**src/rtl/skf_pkg.sv**
```systemverilog
`timescale 1ns / 1ps

package skf_pkg;

  // Fixed-point format and field widths
  localparam int FRAC_BITS   = 16;
  localparam int SAMPLE_BITS = 8;
  localparam int OFFSET_W    = 8;
  localparam int NOISE_W     = 24;
  localparam int EST_W       = 26;
  localparam int VAR_W       = 32;

  // Derived datapath widths
  localparam int GAIN_W   = FRAC_BITS + 1;
  localparam int DIFF_W   = ((SAMPLE_BITS > OFFSET_W) ? SAMPLE_BITS : OFFSET_W) + 1;
  localparam int MEAS_W   = DIFF_W + FRAC_BITS;
  localparam int ERR_W    = ((MEAS_W > EST_W) ? MEAS_W : EST_W) + 1;
  localparam int DEN_W    = VAR_W + 1;
  localparam int REM_W    = DEN_W;
  localparam int MUL_A_W  = GAIN_W + 1;
  localparam int MUL_B_W  = (ERR_W > VAR_W + 1) ? ERR_W : VAR_W + 1;
  localparam int PROD_W   = MUL_A_W + MUL_B_W;
  localparam int STEP_W   = PROD_W - FRAC_BITS;
  localparam int SUM_W    = ((STEP_W > EST_W) ? STEP_W : EST_W) + 1;
  localparam int CNT_W    = $clog2(GAIN_W);

  // Configuration port
  localparam int CFG_IDX_W  = 2;
  localparam int CFG_DATA_W = NOISE_W;

  localparam logic [CFG_IDX_W-1:0] REG_SAMPLE_OFFSET     = 2'd0;
  localparam logic [CFG_IDX_W-1:0] REG_PROCESS_NOISE     = 2'd1;
  localparam logic [CFG_IDX_W-1:0] REG_MEASUREMENT_NOISE = 2'd2;

  localparam logic [OFFSET_W-1:0] OFFSET_RESET = 8'd128;
  localparam logic [NOISE_W-1:0]  Q_RESET      = 24'd655;
  localparam logic [NOISE_W-1:0]  R_RESET      = 24'd32768;

  localparam logic [GAIN_W-1:0] GAIN_ONE = {1'b1, {FRAC_BITS{1'b0}}};

  localparam logic signed [SUM_W-1:0] EST_MAX =
    $signed({{(SUM_W-EST_W+1){1'b0}}, {(EST_W-1){1'b1}}});
  localparam logic signed [SUM_W-1:0] EST_MIN =
    $signed({{(SUM_W-EST_W+1){1'b1}}, {(EST_W-1){1'b0}}});

  typedef enum logic [2:0] {
    ST_IDLE,
    ST_PREP,
    ST_DIV,
    ST_MUL_EST,
    ST_MUL_VAR,
    ST_UPDATE
  } skf_state_e;

  typedef struct packed {
    logic             start;
    logic [VAR_W-1:0] pp;
    logic [DEN_W-1:0] den;
  } skf_div_req_t;

  typedef struct packed {
    logic              done;
    logic [GAIN_W-1:0] quot;
  } skf_div_rsp_t;

endpackage

```
**src/rtl/skf_if.sv**
```systemverilog
`timescale 1ns / 1ps

interface skf_in_if import skf_pkg::*; ();
  logic                   valid;
  logic                   ready;
  logic [SAMPLE_BITS-1:0] sample;

  modport source (output valid, output sample, input ready);
  modport sink   (input valid, input sample, output ready);
endinterface

interface skf_out_if import skf_pkg::*; ();
  logic                    valid;
  logic                    ready;
  logic signed [EST_W-1:0] estimate;
  logic [VAR_W-1:0]        variance;

  modport source (output valid, output estimate, output variance, input ready);
  modport sink   (input valid, input estimate, input variance, output ready);
endinterface

interface skf_cfg_if import skf_pkg::*; ();
  logic                  valid;
  logic                  ready;
  logic [CFG_IDX_W-1:0]  index;
  logic [CFG_DATA_W-1:0] data;

  modport source (output valid, output index, output data, input ready);
  modport sink   (input valid, input index, input data, output ready);
endinterface

```
**src/rtl/skf_div.sv**
```systemverilog
`timescale 1ns / 1ps

// Restoring divider: gain = floor(pp * 2^FRAC_BITS / den), one quotient bit a cycle.
module skf_div import skf_pkg::*; (
  input  logic         clk_i,
  input  logic         rst_ni,
  input  skf_div_req_t req_i,
  output skf_div_rsp_t rsp_o
);

  logic              busy_q, busy_d;
  logic              done_q, done_d;
  logic [CNT_W-1:0]  cnt_q, cnt_d;
  logic [REM_W-1:0]  rem_q, rem_d;
  logic [GAIN_W-1:0] low_q, low_d;
  logic [GAIN_W-1:0] quot_q, quot_d;
  logic [DEN_W-1:0]  den_q, den_d;
  logic [REM_W:0]    trial;
  logic [REM_W:0]    trial_sub;
  logic              fits;

  assign trial     = {rem_q, low_q[GAIN_W-1]};
  assign fits      = (trial >= {1'b0, den_q});
  assign trial_sub = trial - {1'b0, den_q};

  always_comb begin
    busy_d = busy_q;
    done_d = 1'b0;
    cnt_d  = cnt_q;
    rem_d  = rem_q;
    low_d  = low_q;
    quot_d = quot_q;
    den_d  = den_q;
    if (req_i.start) begin
      // High quotient bits are zero since pp <= den: start partway in.
      rem_d  = REM_W'(req_i.pp >> 1);
      low_d  = {req_i.pp[0], {FRAC_BITS{1'b0}}};
      den_d  = req_i.den;
      quot_d = '0;
      cnt_d  = '0;
      busy_d = 1'b1;
    end else if (busy_q) begin
      rem_d  = fits ? trial_sub[REM_W-1:0] : trial[REM_W-1:0];
      low_d  = {low_q[GAIN_W-2:0], 1'b0};
      quot_d = {quot_q[GAIN_W-2:0], fits};
      cnt_d  = cnt_q + CNT_W'(1);
      if (cnt_q == CNT_W'(GAIN_W - 1)) begin
        busy_d = 1'b0;
        done_d = 1'b1;
      end
    end
  end

  always_ff @(posedge clk_i or negedge rst_ni) begin
    if (!rst_ni) begin
      busy_q <= 1'b0;
      done_q <= 1'b0;
      cnt_q  <= '0;
    end else begin
      busy_q <= busy_d;
      done_q <= done_d;
      cnt_q  <= cnt_d;
    end
  end

  always_ff @(posedge clk_i) begin
    rem_q  <= rem_d;
    low_q  <= low_d;
    quot_q <= quot_d;
    den_q  <= den_d;
  end

  assign rsp_o.done = done_q;
  assign rsp_o.quot = quot_q;

endmodule

```
**src/rtl/skf_mul.sv**
```systemverilog
`timescale 1ns / 1ps

// Shared signed multiplier with registered product.
module skf_mul import skf_pkg::*; (
  input  logic                      clk_i,
  input  logic                      en_i,
  input  logic signed [MUL_A_W-1:0] a_i,
  input  logic signed [MUL_B_W-1:0] b_i,
  output logic signed [PROD_W-1:0]  prod_o
);

  logic signed [PROD_W-1:0] prod_q;

  always_ff @(posedge clk_i) begin
    if (en_i) begin
      prod_q <= PROD_W'(a_i) * PROD_W'(b_i);
    end
  end

  assign prod_o = prod_q;

endmodule

```
**src/rtl/scalar_kalman_filter.sv**
```systemverilog
`timescale 1ns / 1ps

// Channel  Dir  Handshake      Payload
// -------  ---  -------------  --------------------------------------------
// cfg_i    in   valid / ready  index (2b), data (24b); ready always high
// in_i     in   valid / ready  sample (8b unsigned)
// out_o    out  valid / ready  estimate (26b signed Q.16), variance (32b Q.16)
//
// Each sample passes through the prepare, divide, two multiply and update
// steps; no new sample is taken until its result is loaded into the output
// register. The gain comes from the bit-serial divider in 17 quotient
// steps; a zero denominator skips the divider. The output register lets the
// next sample start while a result waits; a stalled result holds the
// update step. Reset loads the default noise and offset and clears state.

module scalar_kalman_filter import skf_pkg::*; (
  input  logic      clk_i,
  input  logic      rst_ni,
  skf_cfg_if.sink   cfg_i,
  skf_in_if.sink    in_i,
  skf_out_if.source out_o
);

  skf_state_e state_q, state_d;

  // Configuration registers
  logic [OFFSET_W-1:0] offset_q;
  logic [NOISE_W-1:0]  q_noise_q;
  logic [NOISE_W-1:0]  r_noise_q;

  // Filter state
  logic signed [EST_W-1:0] last_est_q;
  logic [VAR_W-1:0]        last_var_q;

  // Per-item working registers
  logic signed [DIFF_W-1:0] diff_q;
  logic [VAR_W-1:0]         pp_q;
  logic [GAIN_W-1:0]        gain_q;
  logic signed [EST_W-1:0]  est_new_q;

  // Output register
  logic                    out_valid_q;
  logic signed [EST_W-1:0] est_out_q;
  logic [VAR_W-1:0]        var_out_q;

  logic                     in_xfer;
  logic                     out_load;
  logic [VAR_W:0]           pp_sum;
  logic [VAR_W-1:0]         pp_sat;
  logic signed [DIFF_W-1:0] diff_c;
  logic [DEN_W-1:0]         den_c;
  logic signed [MEAS_W-1:0] meas_c;
  logic signed [ERR_W-1:0]  err_c;
  logic signed [STEP_W-1:0] step_c;
  logic signed [SUM_W-1:0]  sum_c;
  logic signed [EST_W-1:0]  est_sat_c;
  logic [VAR_W-1:0]         var_new_c;

  skf_div_req_t              div_req;
  skf_div_rsp_t              div_rsp;
  logic                      mul_en;
  logic signed [MUL_A_W-1:0] mul_a;
  logic signed [MUL_B_W-1:0] mul_b;
  logic signed [PROD_W-1:0]  mul_prod;

  assign in_xfer   = in_i.valid && in_i.ready;
  assign cfg_i.ready = 1'b1;

  // Predicted variance, saturating
  assign pp_sum = {1'b0, last_var_q} + (VAR_W + 1)'(q_noise_q);
  assign pp_sat = pp_sum[VAR_W] ? {VAR_W{1'b1}} : pp_sum[VAR_W-1:0];
  assign diff_c = $signed(DIFF_W'(in_i.sample)) - $signed(DIFF_W'(offset_q));
  assign den_c  = {1'b0, pp_q} + DEN_W'(r_noise_q);

  // Innovation: measurement scaled to fixed point minus last estimate
  assign meas_c = $signed({diff_q, {FRAC_BITS{1'b0}}});
  assign err_c  = ERR_W'(meas_c) - ERR_W'(last_est_q);

  // Drop the fraction bits of the signed product: floor toward minus infinity
  assign step_c = mul_prod[PROD_W-1:FRAC_BITS];
  assign sum_c  = SUM_W'(last_est_q) + SUM_W'(step_c);
  always_comb begin
    if (sum_c > EST_MAX) begin
      est_sat_c = EST_MAX[EST_W-1:0];
    end else if (sum_c < EST_MIN) begin
      est_sat_c = EST_MIN[EST_W-1:0];
    end else begin
      est_sat_c = sum_c[EST_W-1:0];
    end
  end

  // (1 - K) * Pp is never negative and fits 32 bits after the shift
  assign var_new_c = mul_prod[FRAC_BITS +: VAR_W];

  skf_div u_div (
    .clk_i  (clk_i),
    .rst_ni (rst_ni),
    .req_i  (div_req),
    .rsp_o  (div_rsp)
  );

  skf_mul u_mul (
    .clk_i  (clk_i),
    .en_i   (mul_en),
    .a_i    (mul_a),
    .b_i    (mul_b),
    .prod_o (mul_prod)
  );

  // Next state
  always_comb begin
    state_d = state_q;
    case (state_q)
      ST_IDLE: begin
        if (in_xfer) begin
          state_d = ST_PREP;
        end
      end
      ST_PREP: begin
        // Zero denominator forces the gain to zero: skip the divider
        state_d = (den_c == '0) ? ST_MUL_EST : ST_DIV;
      end
      ST_DIV: begin
        if (div_rsp.done) begin
          state_d = ST_MUL_EST;
        end
      end
      ST_MUL_EST: state_d = ST_MUL_VAR;
      ST_MUL_VAR: state_d = ST_UPDATE;
      ST_UPDATE: begin
        if (out_load) begin
          state_d = ST_IDLE;
        end
      end
      default: state_d = ST_IDLE;
    endcase
  end

  // Sequencer outputs
  always_comb begin
    in_i.ready    = 1'b0;
    div_req.start = 1'b0;
    div_req.pp    = pp_q;
    div_req.den   = den_c;
    mul_en        = 1'b0;
    mul_a         = $signed({1'b0, gain_q});
    mul_b         = MUL_B_W'(err_c);
    out_load      = 1'b0;
    case (state_q)
      ST_IDLE: in_i.ready = 1'b1;
      ST_PREP: div_req.start = (den_c != '0);
      ST_DIV: ;
      ST_MUL_EST: mul_en = 1'b1;
      ST_MUL_VAR: begin
        mul_en = 1'b1;
        mul_a  = $signed({1'b0, GAIN_ONE - gain_q});
        mul_b  = $signed(MUL_B_W'({1'b0, pp_q}));
      end
      ST_UPDATE: out_load = !out_valid_q || out_o.ready;
      default: ;
    endcase
  end

  always_ff @(posedge clk_i or negedge rst_ni) begin
    if (!rst_ni) begin
      state_q     <= ST_IDLE;
      offset_q    <= OFFSET_RESET;
      q_noise_q   <= Q_RESET;
      r_noise_q   <= R_RESET;
      last_est_q  <= '0;
      last_var_q  <= '0;
      out_valid_q <= 1'b0;
    end else begin
      state_q <= state_d;
      if (cfg_i.valid && cfg_i.ready) begin
        case (cfg_i.index)
          REG_SAMPLE_OFFSET:     offset_q  <= cfg_i.data[OFFSET_W-1:0];
          REG_PROCESS_NOISE:     q_noise_q <= cfg_i.data[NOISE_W-1:0];
          REG_MEASUREMENT_NOISE: r_noise_q <= cfg_i.data[NOISE_W-1:0];
          default: ;  // drop writes to unknown registers
        endcase
      end
      if (out_load) begin
        last_est_q  <= est_new_q;
        last_var_q  <= var_new_c;
        out_valid_q <= 1'b1;
      end else if (out_o.ready) begin
        out_valid_q <= 1'b0;
      end
    end
  end

  // Datapath registers, captured under the sequencer
  always_ff @(posedge clk_i) begin
    if (in_xfer) begin
      diff_q <= diff_c;
      pp_q   <= pp_sat;
    end
    if (state_q == ST_PREP && den_c == '0) begin
      gain_q <= '0;
    end else if (state_q == ST_DIV && div_rsp.done) begin
      gain_q <= div_rsp.quot;
    end
    if (state_q == ST_MUL_VAR) begin
      est_new_q <= est_sat_c;
    end
    if (out_load) begin
      est_out_q <= est_new_q;
      var_out_q <= var_new_c;
    end
  end

  assign out_o.valid    = out_valid_q;
  assign out_o.estimate = est_out_q;
  assign out_o.variance = var_out_q;

  a_div_done_in_div: assert property (@(posedge clk_i) disable iff (!rst_ni)
    div_rsp.done |-> (state_q == ST_DIV))
    else $error("divider finished outside the divide step");

  a_gain_bound: assert property (@(posedge clk_i) disable iff (!rst_ni)
    (state_q == ST_MUL_EST) |-> (gain_q <= GAIN_ONE))
    else $error("gain above one");

  a_var_shrinks: assert property (@(posedge clk_i) disable iff (!rst_ni)
    out_load |-> (var_new_c <= pp_q))
    else $error("updated variance exceeds predicted variance");

  a_update_holds: assert property (@(posedge clk_i) disable iff (!rst_ni)
    (state_q == ST_UPDATE && out_valid_q && !out_o.ready) |=> (state_q == ST_UPDATE))
    else $error("update left while the output register was full");

  a_zero_den: assert property (@(posedge clk_i) disable iff (!rst_ni)
    (state_q == ST_PREP && den_c == '0) |=> (state_q == ST_MUL_EST && gain_q == '0))
    else $error("zero denominator did not force a zero gain");

endmodule
```
**src/flat_wrapper.sv**
```systemverilog
// flat-port wrapper written by rule: the top's interface ports become plain ports
module scalar_kalman_filter_flat import skf_pkg::*;
  (clk_i, rst_ni, cfg_i_valid, cfg_i_index, cfg_i_data, cfg_i_ready, in_i_valid, in_i_sample, in_i_ready, out_o_valid, out_o_estimate, out_o_variance, out_o_ready);
  skf_cfg_if cfg_i_i ();
  skf_in_if in_i_i ();
  skf_out_if out_o_i ();
  input  logic clk_i;
  input  logic rst_ni;
  input wire logic [$bits(cfg_i_i.valid)-1:0] cfg_i_valid;
  input wire logic [$bits(cfg_i_i.index)-1:0] cfg_i_index;
  input wire logic [$bits(cfg_i_i.data)-1:0] cfg_i_data;
  output wire logic [$bits(cfg_i_i.ready)-1:0] cfg_i_ready;
  input wire logic [$bits(in_i_i.valid)-1:0] in_i_valid;
  input wire logic [$bits(in_i_i.sample)-1:0] in_i_sample;
  output wire logic [$bits(in_i_i.ready)-1:0] in_i_ready;
  output wire logic [$bits(out_o_i.valid)-1:0] out_o_valid;
  output wire logic [$bits(out_o_i.estimate)-1:0] out_o_estimate;
  output wire logic [$bits(out_o_i.variance)-1:0] out_o_variance;
  input wire logic [$bits(out_o_i.ready)-1:0] out_o_ready;
  assign cfg_i_i.valid = cfg_i_valid;
  assign cfg_i_i.index = cfg_i_index;
  assign cfg_i_i.data = cfg_i_data;
  assign cfg_i_ready = cfg_i_i.ready;
  assign in_i_i.valid = in_i_valid;
  assign in_i_i.sample = in_i_sample;
  assign in_i_ready = in_i_i.ready;
  assign out_o_valid = out_o_i.valid;
  assign out_o_estimate = out_o_i.estimate;
  assign out_o_variance = out_o_i.variance;
  assign out_o_i.ready = out_o_ready;
  scalar_kalman_filter u_core (.clk_i(clk_i), .rst_ni(rst_ni), .cfg_i(cfg_i_i), .in_i(in_i_i), .out_o(out_o_i));
endmodule
```
**config.mk**
```make
export PLATFORM = sky130hd
export DESIGN_NAME = scalar_kalman_filter_flat
export DESIGN_NICKNAME = d
export VERILOG_FILES = /design/src/rtl/skf_pkg.sv /design/src/rtl/skf_if.sv /design/src/rtl/skf_div.sv /design/src/rtl/skf_mul.sv /design/src/rtl/scalar_kalman_filter.sv /design/src/flat_wrapper.sv
export SDC_FILE = /design/constraint.sdc
export NUM_CORES = 2
export LEC_CHECK = 0
export BUFFER_PORTS_ARGS = -buffer_cell sky130_fd_sc_hd__buf_2
export CAP_MARGIN = 20
export CORE_ASPECT_RATIO = 1.4
export CORE_MARGIN = 4
export CORE_UTILIZATION = 30
export DETAILED_ROUTE_END_ITERATION = 12
export GPL_TIMING_DRIVEN = 0
export RECOVER_POWER = 50
export SYNTH_ARGS = -nofsm -noshare
export SYNTH_HDL_FRONTEND = slang
export SYNTH_HIERARCHICAL = 1
export SYNTH_SLANG_ARGS = --single-unit
```
**constraint.sdc**
```tcl
create_clock -name clk_i -period 10.9 [get_ports clk_i]
set_input_delay 0.545 -clock clk_i [delete_from_list [all_inputs] [get_ports clk_i]]
set_output_delay 0.545 -clock clk_i [all_outputs]
set_load 0.02 [all_outputs]
```
# --- After elaboration in Yosys (flattened, before gate mapping) ---
# Index checks and enable logic that the tools add are counted.
totals:
  regBits: 402
  input_bits: 39
  out_inout_bits: 61
  wordCells: 88
classes:
  addsub: 8
  mul: 1
  magnitude_cmp: 3
  n_eq_ne: 11
  muxes: 27
  reduce_logical: 16
ops:
  columns: ["op", "n"]
  rows:
  - ["$add 32x24->33", 2]
  - ["$mux 33", 2]
  - ["$mux 31", 2]
  - ["$mul 18x33->51", 1]
  - ["$mux 17", 3]
  - ["$add 26x35->36", 1]
  - ["$gt 36x26->1 const B", 1]
  - ["$lt 36x26->1 const B", 1]
  - ["$ge 34x33->1", 1]
  - ["$logic_not 33->1", 1]
  - ["$reduce_bool 33->1", 1]
  - ["$sub 33x33->33", 1]
  - ["$sub 25x26->27", 1]
  - ["$mux 26", 1]
  - ["$pmux 3 s6", 1]
  - ["$sub 17x17->17 const A", 1]
  - ["$mux 1", 13]
  - ["$mux 5", 2]
  - ["$mux 3", 3]
  - ["$sub 8x8->9", 1]
  - ["$eq 3x2->1 const B", 2]
  - ["$eq 3x3->1 const B", 2]
  - ["$reduce_and 2->1", 3]
  - ["$add 5x1->5 const B", 1]
  - ["other kinds (14)", 18]

# --- Logic depth before layout (Yosys ltp) ---
depth:
  depth_word: 5
  depth_mapped: 35
  mapped_depth_nobuf: 33

# --- Modules after synthesis ---
# Netlist, hierarchy kept.
by_module_without_submodules:
  columns: ["module", "n_inst", "cells_per_inst", "area_each_um2", "seq_area_each_um2"]
  rows:
  - ["skf_mul", 1, 2399, 22128.7, 1531.5]
  - ["scalar_kalman_filter", 1, 1638, 15753.9, 7056.8]
  - ["skf_div", 1, 548, 5637.9, 2507.4]

# --- Least setup slack after synthesis ---
# Ideal clock, no wire load.
synth_path:
  path_type: "register -> register"
  startpoint: "register u_core.last_est_q[1]"
  endpoint: "register u_core.u_mul.prod_q[43] (netlist: u_core/u_mul/prod_o[43]), data pin"
  setup_time_ns: 0.180
  t_arrival_ns: 8.589
  required_ns: 10.720
  slack_ns: 2.131
  stages_incl_launch_ff: 34
  n_path_buf: 3
  synth_period_minus_slack_ns: 8.769
  cell_sequence: "dfrtp_1 -> inv_1 -> ha_1 -> nand4_1 -> o21bai_1 -> a21oi_1 -> nor2_1 -> o21a_1 -> o31a_1 -> o41a_1 -> a311oi_1 -> a21o_1 -> clkbuf_1 -> clkbuf_1 -> nand2_1 -> fa_1 -> inv_1 -> fa_1 -> inv_1 -> fa_1 -> inv_1 -> fa_1 -> fa_1 -> fa_1 -> ha_1 -> clkbuf_1 -> a21o_1 -> a21o_1 -> a21o_1 -> a221o_1 -> nor2_1 -> a211oi_2 -> or4_1 -> o311ai_1"
synth_via:
  elab_chain_len: 3
synth_lines:
  columns: ["item", "line_no", "source"]
  rows:
  - ["start: declaration", "scalar_kalman_filter.sv:32", "logic signed [EST_W-1:0] last_est_q;"]
  - ["start signal: assignment", "scalar_kalman_filter.sv:184", "last_est_q <= est_new_q;"]
  - ["$sub 25x26->27", "scalar_kalman_filter.sv:77", "assign err_c = ERR_W'(meas_c) - ERR_W'(last_est_q);"]
  - ["$mux 33", "scalar_kalman_filter.sv:149", "case (state_q)"]
  - ["via u_core.mul_b[32]", "scalar_kalman_filter.sv:63", "logic signed [MUL_B_W-1:0] mul_b;"]
  - ["$mul 18x33->51", "skf_mul.sv:16", "prod_q <= PROD_W'(a_i) * PROD_W'(b_i);"]
  - ["end signal: assignment", "skf_mul.sv:16", null]
  - ["end: declaration", "skf_mul.sv:12", "logic signed [PROD_W-1:0] prod_q;"]
# The timed path passes the listed nets, and every way through them passes these cells.
# A chain may end at the register's enable or synchronous reset.

# --- Worst setup path after layout ---
layout_path:
  startpoint: "register u_core.last_est_q[1]"
  endpoint: "register u_core.u_mul.prod_q[47] (netlist: u_core/u_mul/prod_o[47]), data pin"
# Same word-level chain as after synthesis.

==> key figures <==
Floorplan
  – Io pins: 100
  – Die Y: 455 um
  – Core Box Area: 142000 sq um
  – Starting density of the core: 30.3%
  – Die Wd: 328 um
  – Row count: 163
  – Die area: 149000 sq um

Clock tree
  – CTS tree: built
  – Reg clk slew, reported paths: 0.06 ns
  – Clk sink count: 386
  – # Post-CTS Setup Buffers: 0
  – Post-CTS resize count: 0
  – Clk_lat worst skew: 0.57 ns
  – CTS root buf: clkbuf_16
  – Total CTS buffers: 42
  – Number of hold buffers added after CTS: 1
  – Htree depth: 2
  – Clk buf depth: 3

STA
  – Final setup TNS: 0 ns
  – Worst Tran Pin Value: 5.30 ns
  – Setup-failing EPs final: 0
  – Max Freq: 97.4 MHz
  – Final period util: 94.2%
  – Slew headroom: -253%
  – Hold WS: 0.242 ns
  – RSZ-0062 raised after global routing: no
  – Final Max Tran Viols: 162
  – Final hold violations: 0
  – Tmin final: 10.27 ns
  – Layout Skew: 0.0231 ns

Route
  – DRT Pass-1 Iters: 6
  – Initial DRC count: 1889
  – DRT Wirelength: 137000 um
  – Final ANT Viol Nets: 0
  – Wire per inst: 20.6 um
  – Vias: 33100
  – DRC: 0
  – Vias per inst: 4.98

Outcome
  – Failing checks: max-capacitance violations, max-slew violations
  – Run status: finished with violations

Finish
  – Post-route cell area: 47400 sq um
  – Fillers: 14700
  – Ratio of cells with drive above 1 in the final layout: 6.06%
  – Final Util: 33.5%
  – Final #Nets: 5589
  – Area Growth Syn to Fin: 10.7%

Yosys
  – Synthesized area: 42900 sq um
  – Synthesized instance count: 4544
  – Synth warn: 6
  – Syn avg cell area: 9.44 sq um

Worst setup path
  – Slowest-stage cell, CP: a311oi_2
  – Startpoint class of the critical path: flip-flop
  – Critical path arrival: 10.57 ns
  – Worst path max stage delay: 0.59 ns
  – CP Capture Type: flip-flop
  – Critical Path RT: 11.20 ns
  – Setup CP Type: reg2reg
  – Critical Path Most Common Cell: inv_1
  – Largest fanout on the critical path: 10

Global routing
  – Vias in the first global route: 34700
  – Total track usage: 18.3%
  – Gr ovfl total: 0
  – First-pass GRT wire length: 207000 um
  – Initial antenna violation count: 2
  – Pin count of the biggest net entering global routing: 96

Placement
  – Placed cell area: 46100 sq um
  – Final GP Congestion: 0.976
  – Dpl hpwl: 115000 um
  – Port Buf Inserts: 98

Job
  – MaxCap Viol Count: 3

Worst hold path
  – Min-delay worst type: in2reg
[flip-flops by register name (all words and copies together) (netlist names), 3 cells and up]
name and count:
u_core/u_mul/prod_o 35, u_core/u_div/den_q 33, u_core/u_div/rem_q 33, u_core/last_var_q 32, u_core/out_o.variance 32, u_core/pp_q 32, u_core/est_new_q 26, u_core/last_est_q 26
u_core/out_o.estimate 26, u_core/q_noise_q 24, u_core/r_noise_q 24, u_core/gain_q 17, u_core/u_div/quot_q 17, u_core/diff_q 9, u_core/offset_q 8, u_core/u_div/cnt_q 5
u_core/state_q 3
[critical path, delay by kind of cell, from the launching register on]
| family | cells | cell delay [ns] |
|---|---|---|
| buf+inv | 9 | 1.67 |
| compound gates | 11 | 3.29 |
| simple gates | 6 | 0.83 |
| fa+ha+maj | 8 | 3.64 |
| flops | 1 | 0.39 |
| xor+xnor | 1 | 0.15 |
[layout by cell type (no fill, tap or decap), types with 13 or more instances in the layout]
| master | count |
|---|---|
| buf_6 | 13 |
| and3_1 | 21 |
| a21o_1 | 88 |
| xnor2_1 | 109 |
| o31ai_1 | 19 |
| nor3_1 | 51 |
| o21a_1 | 20 |
| a31oi_1 | 32 |
| nand2_1 | 682 |
| clkbuf_1 | 243 |
| nor4_1 | 23 |
| xor2_1 | 79 |
| dfxtp_1 | 36 |
| nand2b_1 | 32 |
| fa_1 | 574 |
| inv_1 | 727 |
| nand4_1 | 37 |
| nand3_1 | 41 |
| o21ai_0 | 141 |
| o21bai_1 | 18 |
| nor2b_1 | 27 |
| nor2_1 | 198 |
| a21oi_1 | 186 |
| o211ai_1 | 15 |
| mux2i_1 | 23 |
| mux2_2 | 75 |
| buf_2 | 45 |
| and2_1 | 244 |
| dfrtp_1 | 117 |
| edfxtp_1 | 225 |
| clkbuf_16 | 47 |
| ha_1 | 261 |
[per-layer routing]
metal / wire length (um) / track usage (%) / share of wire, % / vias up
li1: - / - / - / 15000
met4: 10500 / 11.7 / 7.6 / 0
met2: 71900 / 34.3 / 52 / 1005
met3: 5510 / 1.71 / 4.0 / 363
met1: 49100 / 19.6 / 36 / 16700
met5: 0 / 0 / 0 / -
[worst paths after layout]
path | cells past startpoint | from | endpoint | slack, ns
max in group asynchronous | 3 | rst_ni | u_core/last_est_q[24] | 4.09
max reg2reg | 35 | u_core/last_est_q[1] | u_core/u_mul/prod_o[47] | 0.63
min reg2reg | 0 | u_core/est_new_q[12] | u_core/out_o.estimate[12] | 0.45
min | 3 | cfg_i_data[3] | u_core/offset_q[3] | 0.24
min in group asynchronous | 2 | rst_ni | u_core/offset_q[5] | 0.98
max | 35 | u_core/last_est_q[1] | u_core/u_mul/prod_o[47] | 0.63
[per-stage QoR]
step	worst slack, ns	instances
after detailed placement	0.720	6565
after global placement	-0.315	6544
after CTS	0.654	6644
after floorplan	2.13	4549
final	0.631	6648
after global routing	0.0540	6646
[area by class of cell]
cell class | instances | area [sq um] | share of cell area, %
well taps | 1897 | 2370 | 5.00
inverters | 727 | 2730 | 5.75
multi-input cells | 3234 | 28800 | 60.7
clock inverters | 19 | 163 | 0.343
flip-flops and latches | 386 | 10600 | 22.4
repair buffers | 122 | 689 | 1.45
plain buffers | 202 | 820 | 1.73
clock buffers | 59 | 1270 | 2.68
diodes | 2 | 5.00 | 0.0105
Power is not shown: default switching activity piles up to over one toggle a cycle in this logic, so the estimate is an artifact.
